**src/hdl/ppa_ram.sv**
```systemverilog
// generic single write port ram with registered read
module ppa_ram #(
    parameter int WIDTH = 32,
    parameter int DEPTH = 16,
    localparam int AW   = (DEPTH > 1) ? $clog2(DEPTH) : 1
) (
    input  logic             clk,
    input  logic             we,
    input  logic [AW-1:0]    waddr,
    input  logic [WIDTH-1:0] wdata,
    input  logic [AW-1:0]    raddr,
    output logic [WIDTH-1:0] rdata
);

    logic [WIDTH-1:0] mem [DEPTH];

    // write and registered read
    always_ff @(posedge clk)
    begin
        if (we)
        begin
            mem[waddr] <= wdata;
        end
        rdata <= mem[raddr];
    end

endmodule
```
**config.mk**
```make
export PLATFORM = sky130hd
export DESIGN_NAME = ppa_ram
export DESIGN_NICKNAME = d
export VERILOG_FILES = /design/src/hdl/ppa_ram.sv
export SDC_FILE = /design/constraint.sdc
export NUM_CORES = 1
export LEC_CHECK = 0
export ABC_AREA = 1
export BUFFER_PORTS_ARGS = -buffer_cell sky130_fd_sc_hd__buf_4
export CAP_MARGIN = 0
export CORE_UTILIZATION = 39
export CTS_CLUSTER_DIAMETER = 120
export DETAILED_ROUTE_END_ITERATION = 8
export PLACE_DENSITY_LB_ADDON = 0.15
export SYNTH_ARGS = -nofsm -noshare
export SYNTH_HDL_FRONTEND = slang
export SYNTH_SLANG_ARGS = --single-unit
export TNS_END_PERCENT = 30
```
**constraint.sdc**
```tcl
create_clock -name clk -period 6.6 [get_ports clk]
set_input_delay 1.32 -clock clk [delete_from_list [all_inputs] [get_ports clk]]
set_output_delay 1.32 -clock clk [all_outputs]
set_load 0.01 [all_outputs]
```
# [After elaboration in Yosys (flattened, before gate mapping)]
# Memories as Yosys holds them, arrays and structs flattened. A register that Yosys moved wholly into a read port is not among the register bits.
# Cells that the tools add are included.
# W data, S select, Z words.
[word_totals] input_bits=42 mem_count=1 mem_bits_rw=512 register_bits=0 output_inout_bits=32 word_cells=3
[memory_table] memory="mem" depth=16 word_bits=32 read_ports=1 rd_ports_with_merged_regs=1 wr=1 line_no="15" text="logic [WIDTH-1:0] mem [DEPTH];"
[op_classes] n_mux=2
[ops] op="$mux W1" count=2

# [Longest topological paths before layout]
# Gate-level depths: netlist of the first run.
[depth] ltp_word=2 ltp_mapped=10 ltp_nobuf=7

# [Least setup slack after synthesis of the first run]
# OpenSTA, ideal clock, no wires.
[synth_path] kind="input to register" start="input waddr[2]" end="memory mem[10][0] (enable)" slack_ps=3287 required_time_ps=6179 stages=2 n_path_buf=0 setup_time_ps=421 arrival_ps=2892 cell_sequence="nand3b_1 nor2_1"
[synth_rtl] element="from (decl)" line_no="9" text="input logic [AW-1:0] waddr,"
[synth_rtl] element="to (decl)" line_no="15"
# Straight into the memory's write port.

==> results.yml, run 1 <==
floorplan:
  start_util: 0.3940
  pin_count: 74
  core_area_um2: 57700
  die_x_um: 243.4
  fp.dieH_um: 243.4
  num_rows: 88
  die_area_um2: 59250
status:
  status: "finished, final reports clean"
drt:
  drtIter0Drc: 1080
  drt_first_pass_iters: 5
  wirelength_mm: 56.66
  avgRoutedWirePerCell_um: 18.97
  remaining_drc_errors: 0
  detail-route-antenna-nets: 0
  viasPerCell: 4.768
  via_count: 14243
sta:
  drv_slew: 0
  period_share: 0.4938
  rsz0062_at_grt: "no"
  tightest_slew_ns: 1.170
  finalHoldViolCount: 0
  finalSetupViolCount: 0
  finalClockSkew_ns: 0.02340
  slew_headroom: 0.2202
  setup_tns_ns: 0
  final.min_clock_period_ns: 3.259
  max_freq_mhz: 306.8
  fin_ws_ns: 3.341
power:
  p_comb_frac: 0.060
  swShare: 0.2182
  p_per_area_nw_per_um2: 291.9
  switchingPower_mw: 1.639
  p_clk_frac: 0.422
  p_seq_frac: 0.518
  peakVddDrop_v: 0.0002012
  p_int_mw: 5.872
  leakagePower_nw: 10.87
worst_hold_path:
  whs_endpoint: "rdata[21]"
  min_path_cells: 6
  hp-class: "flop to flop"
  min_from: "mem[10][21]"
synth:
  syn_area_per_cell_um2: 10.72
  seq_area_frac_synth: 0.7046
  yosysUniqueCellTypes: 15
  synth_nets: 2162
  synth_seq_cells: 544
  yosysWarnings: 0
  syn_area_um2: 22730
  synth_cells: 2120
clocking:
  hold_buffers: 0
  cts_buffers: 58
  cts_tree: "built"
  cts_buffer_depth: 3
  root_buffer: "clkbuf_16"
  clk_latency_ns: 0.62
  numClockSinks: 544
  cts_resized: 0
  htree_levels: 2
  post_cts_buffers: 0
  path_clk_slew_ns: 0.06
finish:
  final_common_cell: "nand2_1"
  final_area_um2: 25730
  layout.nets: 2215
  area_delta_synth_final_pct: 13.19
  drive_above_1_share: 0.08915
  fillers: 5383
  final_cell_mix: "nand2_1 (677), edfxtp_1 (512), inv_1 (386)"
critical_path:
  cp.required_ns: 7.09
  crit_arrival_ns: 3.75
  timing.rr.start: "mem[1][26]"
  r2r_slack_ns: 5.55
  r2r-end: "rdata[26]"
  worstSetupPathType: "input port to flop"
  startpoint_type: "input port"
  reg2reg_depth: 6
  critPathMaxFanout: 144
  critPathCaptureType: "flop"
place:
  dp_slack_ns: 2.732
  gp_congestion: 0.7349
  dpl_cell_area_um2: 23870
  portBuffers: 73
  hpwl_mm: 24.81
grt:
  gr-total-overflow: 0
  grt_pass1_vias: 13535
  grt_pass1_wl_mm: 84.99
  grt_max_degree: 164
  antenna_found_initial: 1
  grtUsageTotal: 0.1932
run:
  drv_cap: 0
[through the flow]
stage	power, mW	utilization	hold slack (ns)	instances
final	7.511	0.4460	0.6480	2987
after global routing	7.779	0.4460	0.6864	2987
after detailed placement	4.416	0.4137	0.6312	2878
after global placement	4.411	0.4137	0.6304	2878
after floorplan	4.229	-	0.6074	2120
after CTS	7.591	0.4459	0.6489	2986
[cells in the mapped netlist (all sizes together)]
| cell | count | area (um^2) |
|---|---|---|
| buf | 91 | 649.4 |
| dfxtp | 32 | 640.6 |
| nand3 | 385 | 1927 |
| nand3b | 2 | 15.01 |
| clkbuf | 14 | 52.55 |
| nor2 | 17 | 63.81 |
| edfxtp | 512 | 15370 |
| nand2 | 677 | 2541 |
| inv | 390 | 1466 |
[critical path, stage by stage]
cell and delay, ns:
clkbuf_8 0.36, inv_8 0.72, buf_4 0.65, nand2_1 0.12, nand3_1 0.10, nand3_1 0.09
nand3_1 0.13, nand2_1 0.07
[state kept, by name, indices dropped and copies added, names as in the netlist]
signal	count
mem	512
rdata	32
[metal layers]
metal  share of wire  GRT usage  vias up
met1            0.47     0.2741     6895
met5               0          0        -
met2            0.46     0.3108      323
met4           0.019    0.04569        0
met3           0.049    0.03051       72
li1                -          -     6953
[cell families after synthesis]
logic type,count (synthesis),share of synthesized area
simple gates,1081,0.2000
flops,544,0.7046
buf+inv,495,0.09539
[power by group through the flow]
stage | sequential [mW] | clock (mW) | combinational, mW
floorplan | 3.97 | 0 | 0.263
global placement | 3.96 | 0 | 0.452
detailed placement | 3.96 | 0 | 0.456
CTS | 3.89 | 3.24 | 0.458
global route | 3.89 | 3.38 | 0.505
finish | 3.89 | 3.17 | 0.452
[how the worst max path moves through the flow]
stage / start / end / slack (ns) / cells after the start
after global placement: raddr[0] / rdata[18] / 2.74 / 8
after detailed placement: raddr[0] / rdata[18] / 2.73 / 8
after CTS: raddr[0] / rdata[19] / 3.37 / 8
after global routing: raddr[0] / rdata[7] / 3.13 / 9
after floorplan: waddr[2] / mem[10][0] / 3.29 / 2
final: raddr[0] / rdata[12] / 3.34 / 8
[area by class of cell]
| type | count | area [um^2] | area share |
|---|---|---|---|
| timing repair buffer | 98 | 754.5 | 0.02932 |
| antenna | 1 | 2.502 | 0.00009726 |
| inverter | 390 | 1474 | 0.05728 |
| clock buffer | 75 | 1587 | 0.06166 |
| multi-input combinational | 1081 | 4667 | 0.1814 |
| clock inverter | 33 | 272.8 | 0.01060 |
| sequential | 544 | 16020 | 0.6224 |
| tap | 765 | 957.2 | 0.03720 |
(Power assumes the default switching activity.)
==> run 2: changes to the inputs <==
clock period = 3.2 ns   (was 6.6 ns; I/O delays follow)
==> run 2 against run 1 <==
Effect of this change: routed wire length shrank 1.9%; largest cell class unchanged; sequential share of layout area shrank 0.54 points; the run now ends with design-rule violations left; setup slack worse by 1.9 ns; via count increased by 1.1%; power rose by 100%; sequential power rose by 110%; global-route usage decreased by 0.34 points; non-clock buffer count up 16.
==> results.yml, run 2 (same netlist as run 1, synthesis figures left out) <==
finish:
  area_delta_synth_final_pct: 14.19
  finish.utilization: 0.4499
  reg.largest.list: "mem: 512 flops, rdata: 32 flops"
  drive_above_1_share: 0.09388
  final_cell_mix: "nand2_1 (677), edfxtp_1 (512), inv_1 (386)"
  final_common_cell: "nand2_1"
  final_area_um2: 25960
  layout.nets: 2231
  top_register: "mem"
  largest_register_ffs: 512
  diodes: 0
clocking:
  post_cts_buffers: 0
  clk_latency_ns: 0.61
  cts_tree: "built"
  root_buffer: "clkbuf_16"
  htree_levels: 2
  cts_resized: 0
  path_clk_slew_ns: 0.06
  hold_buffers: 0
  numClockSinks: 544
  cts_buffers: 58
  cts_buffer_depth: 3
place:
  dp_slack_ns: 0.8267
  dpl_cell_area_um2: 24180
  gp_congestion: 0.7530
  portBuffers: 73
  hpwl_mm: 28.40
sta:
  drv_slew: 0
  period_share: 0.5652
  tightest_slew_ns: 0.7729
  final.min_clock_period_ns: 1.809
  finalHoldViolCount: 0
  fin_ws_ns: 1.391
  setup_tns_ns: 0
  slew_headroom: 0.4848
  max_freq_mhz: 552.9
  finalClockSkew_ns: 0.01030
  rsz0062_at_grt: "no"
  finalSetupViolCount: 0
drt:
  avgRoutedWirePerCell_um: 18.52
  via_count: 14403
  detail-route-antenna-nets: 0
  viasPerCell: 4.798
  maxUsedRoutingLayer: "met4"
  wl_met2_mm: 25.88
  wl_met3_mm: 2.115
  wl_met1_mm: 26.49
  wirelength_mm: 55.59
  drtIter0Drc: 932
  remaining_drc_errors: 2
  drt_first_pass_iters: 7
floorplan:
  die_x_um: 243.4
  num_rows: 88
  start_util: 0.3940
  pin_count: 74
  fp.dieH_um: 243.4
  core_area_um2: 57700
  die_area_um2: 59250
power:
  peakVddDrop_v: 0.0004276
  power_mw: 15.32
  p_per_area_nw_per_um2: 590.3
  leakagePower_nw: 10.96
critical_path:
  crit_family: "flip-flops"
  worstPathCellList: "buf_4"
  path_buf_inv: 1
  slowest_stage: "dfxtp_1"
  startpoint_type: "flop"
  critPathCaptureType: "primary output"
  timing.rr.start: "mem[15][1]"
  r2r_slack_ns: 2.18
  r2r-end: "rdata[1]"
  crit_arrival_ns: 1.17
  worstSetupPathType: "flop to primary output"
  cp.required_ns: 2.56
  cpPeakStageDelay_ns: 0.41
  critPathMaxFanout: 1
  reg2reg_depth: 6
grt:
  grtUsageTotal: 0.1898
  gr-total-overflow: 0
  antenna_found_initial: 0
  grt_pass1_wl_mm: 85.72
  grt_max_degree: 132
  grt_pass1_vias: 14255
run:
  drv_cap: 0
worst_hold_path:
  hp-class: "input port to flop"
  min_from: "wdata[2]"
  whs_endpoint: "mem[9][2]"
  min_path_cells: 1
status:
  violations: "design-rule violations"
  status: "finished with violations"
-- run 2: cell count changes in the layout (fill, tap and decap cells not counted) --
cell / previous run / this run
bufinv_16: 5 / 1
clkbuf_8: 6 / 9
clkinv_2: 10 / 7
buf_12: 1 / 16
diode_2: 1 / 0
clkbuf_1: 11 / 24
buf_4: 96 / 97
clkinv_1: 17 / 8
-- run 2: metrics by stage --
step	hold slack, ns	instances
after floorplan	0.6074	2120
final	0.3376	3002
after CTS	0.3053	3002
after global placement	0.6386	2894
after detailed placement	0.6366	2894
after global routing	0.3210	3002
-- run 2: power breakdown --
part           switching (mW)  internal (mW)  total [mW]
Combinational           0.665          0.303       0.968
Sequential             0.0611           7.96        8.03
Clock                    2.68           3.65        6.33
Total                    3.41           11.9        15.3
-- run 2: how the worst max path moves through the flow --
stage	from	to	slack (ns)	cells after the start
after floorplan	waddr[2]	mem[10][0]	0.57	2
after global placement	we	mem[14][14]	0.89	4
after detailed placement	we	mem[14][13]	0.83	4
after CTS	rdata[9]	rdata[9]	1.35	1
after global routing	rdata[9]	rdata[9]	1.35	1
final	rdata[23]	rdata[23]	1.39	1
-- run 2: final cells by class --
cell class | count | area, um^2
multi-input combinational | 1081 | 4667
clock inverter | 17 | 103.9
clock buffer | 91 | 1677
timing repair buffer | 114 | 1062
tap | 765 | 957.2
fill | 5391 | 31740
sequential | 544 | 16020
inverter | 390 | 1474
-- run 2: per-layer routing --
layer | vias up | track usage
li1 | 6984 | -
met2 | 289 | 0.3078
met5 | - | 0
met1 | 7049 | 0.2672
met3 | 81 | 0.02390
met4 | 0 | 0.05457
==> run 3: changes to the inputs <==
clock period = 1.5 ns   (was 3.2 ns; I/O delays follow)
==> run 3 against run 2 <==
Effect of this change: the run now ends clean; clock power is 130% higher; register-to-register slack worse by 1.8 ns; sequential share of layout area is 3.3 points lower; utilization up 2.6 points; die area stayed put; setup slack worse by 1.3 ns; sequential power grew 110%; power rose by 120%; non-clock buffer count increased by 102; final cell count rose by 3.4%; final area grew 5.8%; clock-buffer cell count shrank 6; critical path type unchanged; largest power group unchanged.
==> results.yml, run 3 (same netlist as run 1, synthesis figures left out) <==
status:
  status: "finished, final reports clean"
place:
  hpwl_mm: 36.46
  dp_slack_ns: -0.08523
  gp_congestion: 0.8276
  place_inst: 2976
  portBuffers: 73
finish:
  layout.nets: 2333
  final_common_cell: "nand2_1"
  reg.largest.list: "mem: 512 flops, rdata: 32 flops"
  finish.utilization: 0.4759
  final_cell_mix: "nand2_1 (677), edfxtp_1 (512), inv_1 (386)"
  top_register: "mem"
  finalNonFillerCells: 3105
  drive_above_1_share: 0.1308
  area_delta_synth_final_pct: 20.79
  largest_register_ffs: 512
  diodes: 0
power:
  leakagePower_nw: 11.66
  swShare: 0.2231
  peakVddDrop_v: 0.0009979
  p_seq_frac: 0.506
  switchingPower_mw: 7.546
  p_comb_frac: 0.072
  power_mw: 33.82
  p_int_mw: 26.27
  p_clk_frac: 0.422
  p_per_area_nw_per_um2: 1232
worst_hold_path:
  hp-class: "input port to flop"
sta:
  setup_tns_ns: 0
  finalSetupViolCount: 0
  final.min_clock_period_ns: 1.443
  period_share: 0.9621
  tightest_slew_ns: 0.4176
  finalHoldViolCount: 0
  finalClockSkew_ns: 0.02345
  drv_slew: 0
  max_freq_mhz: 693.0
  fin_ws_ns: 0.05692
  rsz0062_at_grt: "no"
  slew_headroom: 0.7209
clocking:
  cts_buffers: 58
  numClockSinks: 544
  path_clk_slew_ns: 0.06
  root_buffer: "clkbuf_16"
  post_cts_buffers: 0
  clk_latency_ns: 0.62
  htree_levels: 2
  cts_buffer_depth: 3
  cts_tree: "built"
critical_path:
  path_buf_inv: 1
  reg2reg_depth: 6
  r2r-end: "rdata[1]"
  critPathMaxFanout: 1
  worstSetupPathType: "flop to primary output"
  endpoint: "rdata[15]"
  critical_path.startpoint: "rdata[15]"
  r2r_slack_ns: 0.41
  startpoint_type: "flop"
  crit_arrival_ns: 1.14
  worstPathCellList: "buf_6"
  crit_family: "flip-flops"
  critPathCaptureType: "primary output"
  cp.required_ns: 1.20
  slowest_stage: "dfxtp_4"
  cp_num_cells: 1
  timing.rr.start: "mem[12][1]"
  cpPeakStageDelay_ns: 0.40
grt:
  grtUsageMet3: 0.02853
  grt_use_met2: 0.3482
  grtUsageTotal: 0.2008
  gr-total-overflow: 0
  grt_pass1_vias: 14880
  antenna_found_initial: 0
  grt_max_degree: 52
  grt.busiest_layer: "met2"
  grt_pass1_wl_mm: 89.67
  grt_use_met1: 0.2522
drt:
  detail-route-antenna-nets: 0
  via_count: 14695
  drt_first_pass_iters: 5
  wirelength_mm: 58.03
  avgRoutedWirePerCell_um: 18.69
  remaining_drc_errors: 0
  drtIter0Drc: 979
  viasPerCell: 4.733
floorplan:
  fp.dieH_um: 243.4
  pin_count: 74
  die_x_um: 243.4
  num_rows: 88
  core_area_um2: 57700
  start_util: 0.3940
  die_area_um2: 59250
run:
  drv_cap: 0
## run 3: cell count changes in the layout (fill, tap and decap cells not counted), moves of 2 or more
cell | before | now
buf_12 | 16 | 59
buf_4 | 97 | 135
dlygate4sd3_1 | 0 | 20
dfxtp_1 | 32 | 27
bufinv_16 | 1 | 5
clkbuf_1 | 24 | 20
clkinv_1 | 8 | 4
clkinv_2 | 7 | 11
dfxtp_2 | 0 | 3
dfxtp_4 | 0 | 2
## run 3: cell type report
cell class	count	area, um^2
clock buffer	85	1623
multi-input combinational	1081	4667
clock inverter	24	287.8
timing repair buffer	216	2420
sequential	544	16030
fill	5313	30240
inverter	390	1474
tap	765	957.2
## run 3: layer usage
| metal | up-vias | routed length, um |
|---|---|---|
| met3 | 109 | 1894 |
| met5 | - | 0 |
| met1 | 7134 | 25130 |
| li1 | 7200 | - |
| met2 | 252 | 28950 |
| met4 | 0 | 2054 |
## run 3: power by group through the flow
| stage | Sequential (mW) | Clock [mW] | Combinational (mW) |
|---|---|---|---|
| finish | 17.1 | 14.3 | 2.44 |
| global route | 17.1 | 15.2 | 2.69 |
| CTS | 17.1 | 14.7 | 2.49 |
| detailed placement | 17.4 | 0 | 2.44 |
| global placement | 17.4 | 0 | 2.42 |
| floorplan | 17.4 | 0 | 1.18 |
## run 3: timing repair
action,CTS,global route
gates resized for setup,8,0
endpoints found under the setup margin,5,0
hold endpoints to repair,254,0
hold buffers,20,0
## run 3: through the flow
stage	instance area, um^2	hold slack [ns]
after floorplan	22810	0.3989
after global placement	25330	0.6273
after detailed placement	25330	0.6334
after CTS	27460	0.0007838
after global routing	27460	0.01255
final	27460	0.01909
## run 3: worst min path at each step
stage	from	end	slack, ns	cells past startpoint
after detailed placement	wdata[21]	mem[0][21]	0.63	1
after global placement	wdata[10]	mem[13][10]	0.63	1
final	wdata[18]	mem[3][18]	0.02	1
after CTS	wdata[18]	mem[11][18]	0.0008	1
after floorplan	wdata[0]	mem[0][0]	0.40	0
after global routing	wdata[11]	mem[5][11]	0.01	1
